===== config.mk =====
export PLATFORM = sky130hd
export DESIGN_NAME = fastcgi_record_deframer
export DESIGN_NICKNAME = d
export VERILOG_FILES = /design/src/fcgi_pkg.sv /design/src/fastcgi_record_deframer.sv /design/src/fcgi_front.sv /design/src/fcgi_queue.sv /design/src/fcgi_back.sv
export SDC_FILE = /design/constraint.sdc
export NUM_CORES = 1
export LEC_CHECK = 0
export ABC_AREA = 1
export BUFFER_PORTS_ARGS = -buffer_cell sky130_fd_sc_hd__buf_2
export CAP_MARGIN = 25
export CORE_ASPECT_RATIO = 0.7
export CORE_UTILIZATION = 55
export DETAILED_ROUTE_END_ITERATION = 8
export GPL_TIMING_DRIVEN = 0
export HOLD_SLACK_MARGIN = 0.08
export PLACE_DENSITY_LB_ADDON = 0.05
export SETUP_SLACK_MARGIN = 0.5
export SLEW_MARGIN = 20
export SYNTH_ARGS = -nofsm -noshare
export SYNTH_HDL_FRONTEND = slang
export SYNTH_SLANG_ARGS = --single-unit
export TNS_END_PERCENT = 1

===== constraint.sdc =====
create_clock -name clk -period 20.2 [get_ports clk]
set_input_delay 3.03 -clock clk [delete_from_list [all_inputs] [get_ports clk]]
set_output_delay 3.03 -clock clk [all_outputs]
set_load 0.005 [all_outputs]

===== src/fcgi_pkg.sv =====
package fcgi_pkg;

    // Record framing
    localparam int HDR_BYTES = 8;
    localparam int HDR_CNT_W = $clog2(HDR_BYTES + 1);
    localparam int HDR_POS_W = $clog2(HDR_BYTES);

    // Header byte positions
    localparam logic [HDR_POS_W-1:0] POS_VERSION = 3'd0;
    localparam logic [HDR_POS_W-1:0] POS_TYPE    = 3'd1;
    localparam logic [HDR_POS_W-1:0] POS_RID_HI  = 3'd2;
    localparam logic [HDR_POS_W-1:0] POS_RID_LO  = 3'd3;
    localparam logic [HDR_POS_W-1:0] POS_CLEN_HI = 3'd4;
    localparam logic [HDR_POS_W-1:0] POS_CLEN_LO = 3'd5;
    localparam logic [HDR_POS_W-1:0] POS_PLEN    = 3'd6;
    localparam logic [HDR_POS_W-1:0] POS_LAST    = 3'd7;

    // Byte phase codes
    localparam logic [1:0] PH_HEADER  = 2'd0;
    localparam logic [1:0] PH_CONTENT = 2'd1;
    localparam logic [1:0] PH_PADDING = 2'd2;

    // Depth of the queue between front and back
    localparam int Q_DEPTH = 4;
    localparam int Q_PTR_W = $clog2(Q_DEPTH);
    localparam int Q_CNT_W = $clog2(Q_DEPTH + 1);

    // One classified byte, as passed from front to back
    typedef struct packed {
        logic [1:0]           phase;
        logic [7:0]           data;
        logic [HDR_POS_W-1:0] hdr_pos;
        logic                 hdr_done;
        logic [15:0]          body_index;
        logic                 body_last;
        logic                 rec_done;
    } fcgi_entry_t;

endpackage


===== src/fastcgi_record_deframer.sv =====
// Path: an accepted byte is classified combinationally in the front, written to
// the queue, and then loaded into the result register when the slot is free.
// Throughput: one byte per clock while the queue has room and results are popped,
// set by the classify step and the single result register; a 4-entry queue between.
// Reset: rst_n asynchronous, active low; clears counters, queue and result valid.
module fastcgi_record_deframer (
    input  logic        clk,
    input  logic        rst_n,
    input  logic        push,
    output logic        full,
    input  logic [7:0]  data_byte,
    output logic        empty,
    input  logic        pop,
    output logic [1:0]  phase,
    output logic [7:0]  byte_out,
    output logic        header_done,
    output logic [7:0]  protocol_version,
    output logic [7:0]  record_type,
    output logic [15:0] request_id,
    output logic [15:0] content_length,
    output logic [7:0]  padding_length,
    output logic [15:0] body_index,
    output logic        body_last,
    output logic        record_done
);

    fcgi_pkg::fcgi_entry_t front_entry;
    fcgi_pkg::fcgi_entry_t q_entry;
    logic                  q_full;
    logic                  q_not_empty;
    logic                  q_rd;
    logic                  accept;

    assign full   = q_full;
    assign accept = push && !q_full;

    fcgi_front u_front (
        .clk       (clk),
        .rst_n     (rst_n),
        .accept    (accept),
        .data_byte (data_byte),
        .entry     (front_entry)
    );

    fcgi_queue u_queue (
        .clk       (clk),
        .rst_n     (rst_n),
        .wr_en     (accept),
        .wr_entry  (front_entry),
        .full      (q_full),
        .rd_en     (q_rd),
        .rd_entry  (q_entry),
        .not_empty (q_not_empty)
    );

    fcgi_back u_back (
        .clk              (clk),
        .rst_n            (rst_n),
        .q_not_empty      (q_not_empty),
        .q_entry          (q_entry),
        .q_rd             (q_rd),
        .pop              (pop),
        .empty            (empty),
        .phase            (phase),
        .byte_out         (byte_out),
        .header_done      (header_done),
        .protocol_version (protocol_version),
        .record_type      (record_type),
        .request_id       (request_id),
        .content_length   (content_length),
        .padding_length   (padding_length),
        .body_index       (body_index),
        .body_last        (body_last),
        .record_done      (record_done)
    );

endmodule


===== src/fcgi_front.sv =====
module fcgi_front (
    input  logic                 clk,
    input  logic                 rst_n,
    input  logic                 accept,
    input  logic [7:0]           data_byte,
    output fcgi_pkg::fcgi_entry_t entry
);

    logic [fcgi_pkg::HDR_CNT_W-1:0] hdr_cnt_reg, hdr_cnt_next;
    logic [15:0]                    clen_reg, clen_next;
    logic [7:0]                     plen_reg, plen_next;
    logic [15:0]                    body_cnt_reg, body_cnt_next;
    logic [7:0]                     pad_cnt_reg, pad_cnt_next;
    logic [15:0]                    body_inc;
    logic [8:0]                     pad_inc;
    logic                           in_header;
    logic                           in_content;

    assign body_inc   = body_cnt_reg + 16'd1;
    assign pad_inc    = {1'b0, pad_cnt_reg} + 9'd1;
    assign in_header  = hdr_cnt_reg < fcgi_pkg::HDR_CNT_W'(fcgi_pkg::HDR_BYTES);
    assign in_content = body_cnt_reg < clen_reg;

    // Classify the request byte and advance the record counters
    always_comb
    begin
        entry            = '0;
        entry.data       = data_byte;
        entry.hdr_pos    = hdr_cnt_reg[fcgi_pkg::HDR_POS_W-1:0];
        hdr_cnt_next     = hdr_cnt_reg;
        clen_next        = clen_reg;
        plen_next        = plen_reg;
        body_cnt_next    = body_cnt_reg;
        pad_cnt_next     = pad_cnt_reg;
        if (in_header)
        begin
            entry.phase  = fcgi_pkg::PH_HEADER;
            hdr_cnt_next = hdr_cnt_reg + fcgi_pkg::HDR_CNT_W'(1);
            case (entry.hdr_pos)
                fcgi_pkg::POS_CLEN_HI: clen_next = {data_byte, clen_reg[7:0]};
                fcgi_pkg::POS_CLEN_LO: clen_next = {clen_reg[15:8], data_byte};
                fcgi_pkg::POS_PLEN:    plen_next = data_byte;
                default:               clen_next = clen_reg;
            endcase
            if (entry.hdr_pos == fcgi_pkg::POS_LAST)
            begin
                entry.hdr_done = 1'b1;
                entry.rec_done = (clen_reg == 16'd0) && (plen_reg == 8'd0);
            end
        end
        else if (in_content)
        begin
            entry.phase      = fcgi_pkg::PH_CONTENT;
            entry.hdr_done   = 1'b1;
            entry.body_index = body_cnt_reg;
            entry.body_last  = body_inc == clen_reg;
            entry.rec_done   = entry.body_last && (plen_reg == 8'd0);
            body_cnt_next    = body_inc;
        end
        else
        begin
            entry.phase    = fcgi_pkg::PH_PADDING;
            entry.hdr_done = 1'b1;
            entry.rec_done = pad_inc >= {1'b0, plen_reg};
            pad_cnt_next   = pad_inc[7:0];
        end
        // Start the next record after its last byte
        if (entry.rec_done)
        begin
            hdr_cnt_next  = '0;
            body_cnt_next = '0;
            pad_cnt_next  = '0;
        end
    end

    // Hold counters until a request arrives
    always_ff @(posedge clk or negedge rst_n)
    begin
        if (!rst_n)
        begin
            hdr_cnt_reg  <= '0;
            clen_reg     <= '0;
            plen_reg     <= '0;
            body_cnt_reg <= '0;
            pad_cnt_reg  <= '0;
        end
        else if (accept)
        begin
            hdr_cnt_reg  <= hdr_cnt_next;
            clen_reg     <= clen_next;
            plen_reg     <= plen_next;
            body_cnt_reg <= body_cnt_next;
            pad_cnt_reg  <= pad_cnt_next;
        end
    end

    a_hdr_cnt_range: assert property (@(posedge clk) disable iff (!rst_n)
        hdr_cnt_reg <= fcgi_pkg::HDR_CNT_W'(fcgi_pkg::HDR_BYTES))
        else $error("header count out of range");

    a_done_restarts: assert property (@(posedge clk) disable iff (!rst_n)
        accept && entry.rec_done |=> hdr_cnt_reg == '0 && body_cnt_reg == '0
            && pad_cnt_reg == '0)
        else $error("record end did not restart the parser");

    a_content_bound: assert property (@(posedge clk) disable iff (!rst_n)
        accept && entry.phase == fcgi_pkg::PH_CONTENT |-> body_cnt_reg < clen_reg)
        else $error("content byte beyond content length");

endmodule


===== src/fcgi_queue.sv =====
module fcgi_queue (
    input  logic                  clk,
    input  logic                  rst_n,
    input  logic                  wr_en,
    input  fcgi_pkg::fcgi_entry_t wr_entry,
    output logic                  full,
    input  logic                  rd_en,
    output fcgi_pkg::fcgi_entry_t rd_entry,
    output logic                  not_empty
);

    fcgi_pkg::fcgi_entry_t           mem [fcgi_pkg::Q_DEPTH];
    logic [fcgi_pkg::Q_PTR_W-1:0]    wr_ptr_reg;
    logic [fcgi_pkg::Q_PTR_W-1:0]    rd_ptr_reg;
    logic [fcgi_pkg::Q_CNT_W-1:0]    cnt_reg;
    logic                            do_wr;
    logic                            do_rd;

    assign full      = cnt_reg == fcgi_pkg::Q_CNT_W'(fcgi_pkg::Q_DEPTH);
    assign not_empty = cnt_reg != '0;
    assign do_wr     = wr_en && !full;
    assign do_rd     = rd_en && not_empty;
    assign rd_entry  = mem[rd_ptr_reg];

    // Store entries
    always_ff @(posedge clk)
    begin
        if (do_wr)
        begin
            mem[wr_ptr_reg] <= wr_entry;
        end
    end

    // Advance pointers and fill count
    always_ff @(posedge clk or negedge rst_n)
    begin
        if (!rst_n)
        begin
            wr_ptr_reg <= '0;
            rd_ptr_reg <= '0;
            cnt_reg    <= '0;
        end
        else
        begin
            if (do_wr)
            begin
                wr_ptr_reg <= wr_ptr_reg + fcgi_pkg::Q_PTR_W'(1);
            end
            if (do_rd)
            begin
                rd_ptr_reg <= rd_ptr_reg + fcgi_pkg::Q_PTR_W'(1);
            end
            case ({do_wr, do_rd})
                2'b10:   cnt_reg <= cnt_reg + fcgi_pkg::Q_CNT_W'(1);
                2'b01:   cnt_reg <= cnt_reg - fcgi_pkg::Q_CNT_W'(1);
                default: cnt_reg <= cnt_reg;
            endcase
        end
    end

endmodule


===== src/fcgi_back.sv =====
module fcgi_back (
    input  logic                  clk,
    input  logic                  rst_n,
    input  logic                  q_not_empty,
    input  fcgi_pkg::fcgi_entry_t q_entry,
    output logic                  q_rd,
    input  logic                  pop,
    output logic                  empty,
    output logic [1:0]            phase,
    output logic [7:0]            byte_out,
    output logic                  header_done,
    output logic [7:0]            protocol_version,
    output logic [7:0]            record_type,
    output logic [15:0]           request_id,
    output logic [15:0]           content_length,
    output logic [7:0]            padding_length,
    output logic [15:0]           body_index,
    output logic                  body_last,
    output logic                  record_done
);

    logic [7:0]  ver_reg;
    logic [7:0]  type_reg;
    logic [15:0] rid_reg;
    logic [15:0] clen_reg;
    logic [7:0]  plen_reg;
    logic        out_valid_reg;
    logic [1:0]  phase_reg;
    logic [7:0]  byte_reg;
    logic        hdone_reg;
    logic [7:0]  ver_out_reg;
    logic [7:0]  type_out_reg;
    logic [15:0] rid_out_reg;
    logic [15:0] clen_out_reg;
    logic [7:0]  plen_out_reg;
    logic [15:0] bidx_reg;
    logic        blast_reg;
    logic        done_reg;
    logic        is_hdr;

    // Take the next entry when the output slot is free or being drained
    assign q_rd   = q_not_empty && (!out_valid_reg || pop);
    assign is_hdr = q_entry.phase == fcgi_pkg::PH_HEADER;

    // Capture header bytes in stream order
    always_ff @(posedge clk)
    begin
        if (q_rd && is_hdr)
        begin
            case (q_entry.hdr_pos)
                fcgi_pkg::POS_VERSION: ver_reg          <= q_entry.data;
                fcgi_pkg::POS_TYPE:    type_reg         <= q_entry.data;
                fcgi_pkg::POS_RID_HI:  rid_reg[15:8]    <= q_entry.data;
                fcgi_pkg::POS_RID_LO:  rid_reg[7:0]     <= q_entry.data;
                fcgi_pkg::POS_CLEN_HI: clen_reg[15:8]   <= q_entry.data;
                fcgi_pkg::POS_CLEN_LO: clen_reg[7:0]    <= q_entry.data;
                fcgi_pkg::POS_PLEN:    plen_reg         <= q_entry.data;
                default:               ver_reg          <= ver_reg;
            endcase
        end
    end

    // Load the result slot
    always_ff @(posedge clk)
    begin
        if (q_rd)
        begin
            phase_reg    <= q_entry.phase;
            byte_reg     <= q_entry.data;
            hdone_reg    <= q_entry.hdr_done;
            ver_out_reg  <= q_entry.hdr_done ? ver_reg  : 8'd0;
            type_out_reg <= q_entry.hdr_done ? type_reg : 8'd0;
            rid_out_reg  <= q_entry.hdr_done ? rid_reg  : 16'd0;
            clen_out_reg <= q_entry.hdr_done ? clen_reg : 16'd0;
            plen_out_reg <= q_entry.hdr_done ? plen_reg : 8'd0;
            bidx_reg     <= q_entry.body_index;
            blast_reg    <= q_entry.body_last;
            done_reg     <= q_entry.rec_done;
        end
    end

    // Track result slot occupancy
    always_ff @(posedge clk or negedge rst_n)
    begin
        if (!rst_n)
        begin
            out_valid_reg <= 1'b0;
        end
        else if (q_rd)
        begin
            out_valid_reg <= 1'b1;
        end
        else if (pop)
        begin
            out_valid_reg <= 1'b0;
        end
    end

    assign empty            = !out_valid_reg;
    assign phase            = phase_reg;
    assign byte_out         = byte_reg;
    assign header_done      = hdone_reg;
    assign protocol_version = ver_out_reg;
    assign record_type      = type_out_reg;
    assign request_id       = rid_out_reg;
    assign content_length   = clen_out_reg;
    assign padding_length   = plen_out_reg;
    assign body_index       = bidx_reg;
    assign body_last        = blast_reg;
    assign record_done      = done_reg;

endmodule

==> results <==
- The flow ran to the end, and the final reports show no timing, DRC or antenna violations.
- The number of antenna violations at the first check in global routing came to 1.
- Setup repair after global routing left no endpoint under its margin.
- Subtracting the final worst setup slack from the clock period gives between 4000 and 5000 ps.
- The data arrival time of the critical path is 5130 ps.
- The row count is 47.
- After synthesis, the largest family of logic cells by area is simple AND/OR/NAND/NOR gates.
- Ranked by total cell area, the synthesized netlist is headed by sky130_fd_sc_hd__edfxtp_1 59%, sky130_fd_sc_hd__dfrtp_1 11%, sky130_fd_sc_hd__nand2_1 5.4%, sky130_fd_sc_hd__nor2_1 4.6%, sky130_fd_sc_hd__inv_1 4.1%.
- Of the post-synthesis cell area, the part taken by muxes is 0.
- The share of synthesized cell area in full adder, half adder and majority cells is 0.0345.
- The signal on the critical path passes through buf_2 -> nor2_1 -> a31oi_4 -> buf_16 -> inv_1 -> nor3_1 -> nand2_1 -> nor3_2.
- Setup slack on the critical path of the routed design comes to 15260 ps.
- In this run the static leakage power is 6.69 nW.
- The total area inside the core boundary comes to between 20000 and 25000 um^2.
- The class of the tightest hold or removal check is reg -> reg.
- In the synthesized netlist the async set-or-reset flop fraction comes to 0.182.
- Detailed placement ended at an HPWL of approximately 20 mm.
- The final hold slack is 498 ps.
- The flop and latch count out of synthesis is ~330.
- The proportion of synthesized chip area in sequential cells is 0.703.
- Measured against its own limit, the worst slew margin works out to 0.289.
- Averaged over all synthesized cells, the footprint is approximately 12 um^2.
- STA classifies the critical path endpoint as a flop.
- TritonCTS built the clock tree.
- After detailed routing, the average wire length per cell comes to between 15 and 20 um.
- The highest cell delay on the worst timing path is 730 ps.
- sky130_fd_sc_hd__edfxtp_1 takes more of the synthesized area than any other cell.
- The die extent in y is about 130 um.
- The x dimension of the die is ~190 um.
- The via count of the first global-routing pass is roughly 8000.
- The number of nets in the synthesized netlist is 1222.
- The XOR/XNOR share of the synthesized area is 0.00937.
- Of the cells placed in the final design, the portion with a size suffix greater than 1 is 0.143.
- Max-cap violations in this run came to 0.
- Summing every instance area after synthesis gives approximately 14000 um^2.
- Yosys instantiated no cell more often than sky130_fd_sc_hd__edfxtp_1.
- The post-synthesis instance total is between 1000 and 1500.
- For this run, the leading register cell type out of synthesis is sky130_fd_sc_hd__edfxtp_1.
- The count of final max-slew check failures came to 0.
- The starting DRC count in detailed routing is 784.
- The setup clock skew after layout is around 14 ps.
- The clock tree buffer depth is 3.
- The via count is between 8000 and 9000.
- The final hold violation count was 0.
- The number of buffers created by CTS is 31.
- The data required time of the critical path is 20390 ps.
- The first global-routing pass estimated 45.9 mm of wire.
- Entering global routing, the biggest net connects 52 pins.
- After clock tree synthesis, the flow added hold-fix buffers numbering 0.
- The quantity of gates resized following cts is 0.
- Dividing total power by cell area gives a power density of 159 nW/um^2.
- The cell with the largest stage delay on the worst path is sky130_fd_sc_hd__nor3_2.
- The clock-pin slew on the worst setup and hold paths is roughly 60 ps.
- The compound-cell area share of the yosys netlist came to 0.0603.
- Port buffering added 98 buffers.
- The total negative setup slack is 0 ps.
- After global routing the overflow that remains totals 0.
- After detailed routing, the total wire length is a little under 30 mm.
- The unique cell type count in the Yosys netlist is 40.
- Once the clock tree was built, the setup fixing pass inserted 0 buffers.
- The area share of the largest cell type after synthesis is 0.593.
- The die covers 25400 um^2.
- The worst slack at placement is 14680 ps.
- The clock root buffer master is sky130_fd_sc_hd__clkbuf_16.
- After the last flow step, the layout net total stands at 1364.
- Timing would allow up to slightly above 200 MHz.
- The clock reaches the later pin of the worst-skew pair after ~570 ps.
- The end-of-flow core utilization is 0.666.
- The number of nets with antenna violations after routing is 0.
- Counting flops per register, the top entry is u_queue.mem.
- Of the total synthesized cell area, the portion taken by AND, OR, NAND and NOR gates is 0.142.
- Using the TritonRoute via totals, the vias-per-cell ratio works out to between 5 and 6.
- The register with the most flip-flops in the layout has roughly 130 of them.
- In the synthesized netlist, the cells that appear most often are 269 x sky130_fd_sc_hd__edfxtp_1, 197 x sky130_fd_sc_hd__nand2_1, 167 x sky130_fd_sc_hd__nor2_1.
- The critical path in this run is classified as in -> reg.
- Pin placement for this block handled between 90 and 100 I/O pins.
- After detailed routing, the number of remaining DRC violations is 0.
- Setup violations remaining at the end of the flow were counted as 0.
- Along the worst path, the maximum fanout reaches 21.
- The total track usage is 0.239.
- Counting every sink on the clock net gives 329.
- Dividing the final minimum period by the clock period gives 0.245.
- The count of warnings emitted by yosys is 0.
- The synthesized design contains between 200 and 300 enable-type register cells.
- The initial utilization of the core area, before any placement, comes to 0.568.
- The peak supply drop is approximately 110 uV.
- The first detailed-routing pass took 5 iterations.
- Relative to the synthesized area, the layout overhead comes to 17.3%.
- For the pin with the worst max-slew slack, the measured transition is 1070 ps.
- The routability congestion estimate is 0.929.
- The kind of start point of the critical path is an input port.
- CTS built an H-tree with a depth of 1.
## power breakdown
part | switching, mW | total [mW] | internal (mW)
registers | 0.0834 | 1.11 | 1.02
clock network | 0.261 | 0.652 | 0.391
logic | 0.527 | 0.786 | 0.259
## routing by layer
metal  GRT usage  wire length [um]
met3      0.0350              1980
met5           0                 0
met1       0.385             14400
met2       0.345             12700
met4      0.0520               508
## final timing paths
check / start / endpoint / slack [ps] / cells after the start
worst max register to register: u_front.body_cnt_reg[0]$_DFFE_PN0P_ / u_front.body_cnt_reg[7]$_DFFE_PN0P_ / 16930 / 18
max in group asynchronous: rst_n / u_front.pad_cnt_reg[3]$_DFFE_PN0P_ / 17380 / 2
worst min register to register: u_front.plen_reg[6]$_DFFE_PN0P_ / u_front.plen_reg[6]$_DFFE_PN0P_ / 500 / 2
min in group asynchronous: rst_n / u_front.body_cnt_reg[11]$_DFFE_PN0P_ / 2300 / 1
worst min-delay path: u_front.plen_reg[6]$_DFFE_PN0P_ / u_front.plen_reg[6]$_DFFE_PN0P_ / 500 / 2
worst max-delay path: pop / u_back.rid_reg[2]$_DFFE_PP_ / 15260 / 8
## cell usage in the layout (no fill, tap or decap), types with 2 or more instances in the layout
master,n
sky130_fd_sc_hd__clkinvlp_4,4
sky130_fd_sc_hd__o22ai_1,28
sky130_fd_sc_hd__clkinv_1,2
sky130_fd_sc_hd__nand2_2,3
sky130_fd_sc_hd__a32oi_1,4
sky130_fd_sc_hd__nand4_1,16
sky130_fd_sc_hd__inv_1,148
sky130_fd_sc_hd__nor2_1,163
sky130_fd_sc_hd__nor2_4,8
sky130_fd_sc_hd__xor2_1,11
sky130_fd_sc_hd__nor4_1,4
sky130_fd_sc_hd__buf_1,4
sky130_fd_sc_hd__buf_4,3
sky130_fd_sc_hd__nand3_1,55
sky130_fd_sc_hd__a21oi_1,20
sky130_fd_sc_hd__nor3_1,4
sky130_fd_sc_hd__clkinv_4,2
sky130_fd_sc_hd__o21ai_0,90
sky130_fd_sc_hd__dfrtp_1,60
sky130_fd_sc_hd__buf_16,8
sky130_fd_sc_hd__edfxtp_1,269
sky130_fd_sc_hd__nand3b_1,2
sky130_fd_sc_hd__buf_2,98
sky130_fd_sc_hd__nor2_2,4
sky130_fd_sc_hd__clkinv_2,6
sky130_fd_sc_hd__clkbuf_1,27
sky130_fd_sc_hd__inv_6,4
sky130_fd_sc_hd__clkbuf_16,31
sky130_fd_sc_hd__ha_1,36
sky130_fd_sc_hd__bufinv_16,8
sky130_fd_sc_hd__nand2_1,197
## metrics by stage
step,power (mW),cells,area (um^2)
after floorplan,1.55,1173,13600
after global placement,1.86,1589,14500
after detailed placement,1.90,1600,14800
after CTS,2.56,1658,16000
after global routing,2.69,1658,16000
final,2.54,1659,16000
## critical path, delay by kind of cell
kind | cells | cell delay [ps]
AOI/OAI and AO/OA | 1 | 430
and+or+nand+nor | 4 | 1250
buffers and inverters | 3 | 410
## logic make-up (layout without fill, tap and decap cells)
group	count (synthesis)	count (layout)
buf+inv	183	350
xor+xnor	13	13
flops	329	329
compound gates	150	150
fa+ha+maj	37	37
simple gates	461	461
other cells	0	1
## cell type report
type | instances | area [um^2]
buffer | 32 | 129
clock inverter | 25 | 369
tap | 318 | 398
timing repair buffer | 109 | 748
fill | 1798 | 8010
clock buffer | 33 | 793
inverter | 151 | 567
sequential | 329 | 9580
antenna | 1 | 2.50
multi-input combinational | 661 | 3400
No activity file was read; power rests on OpenSTA's default activity.
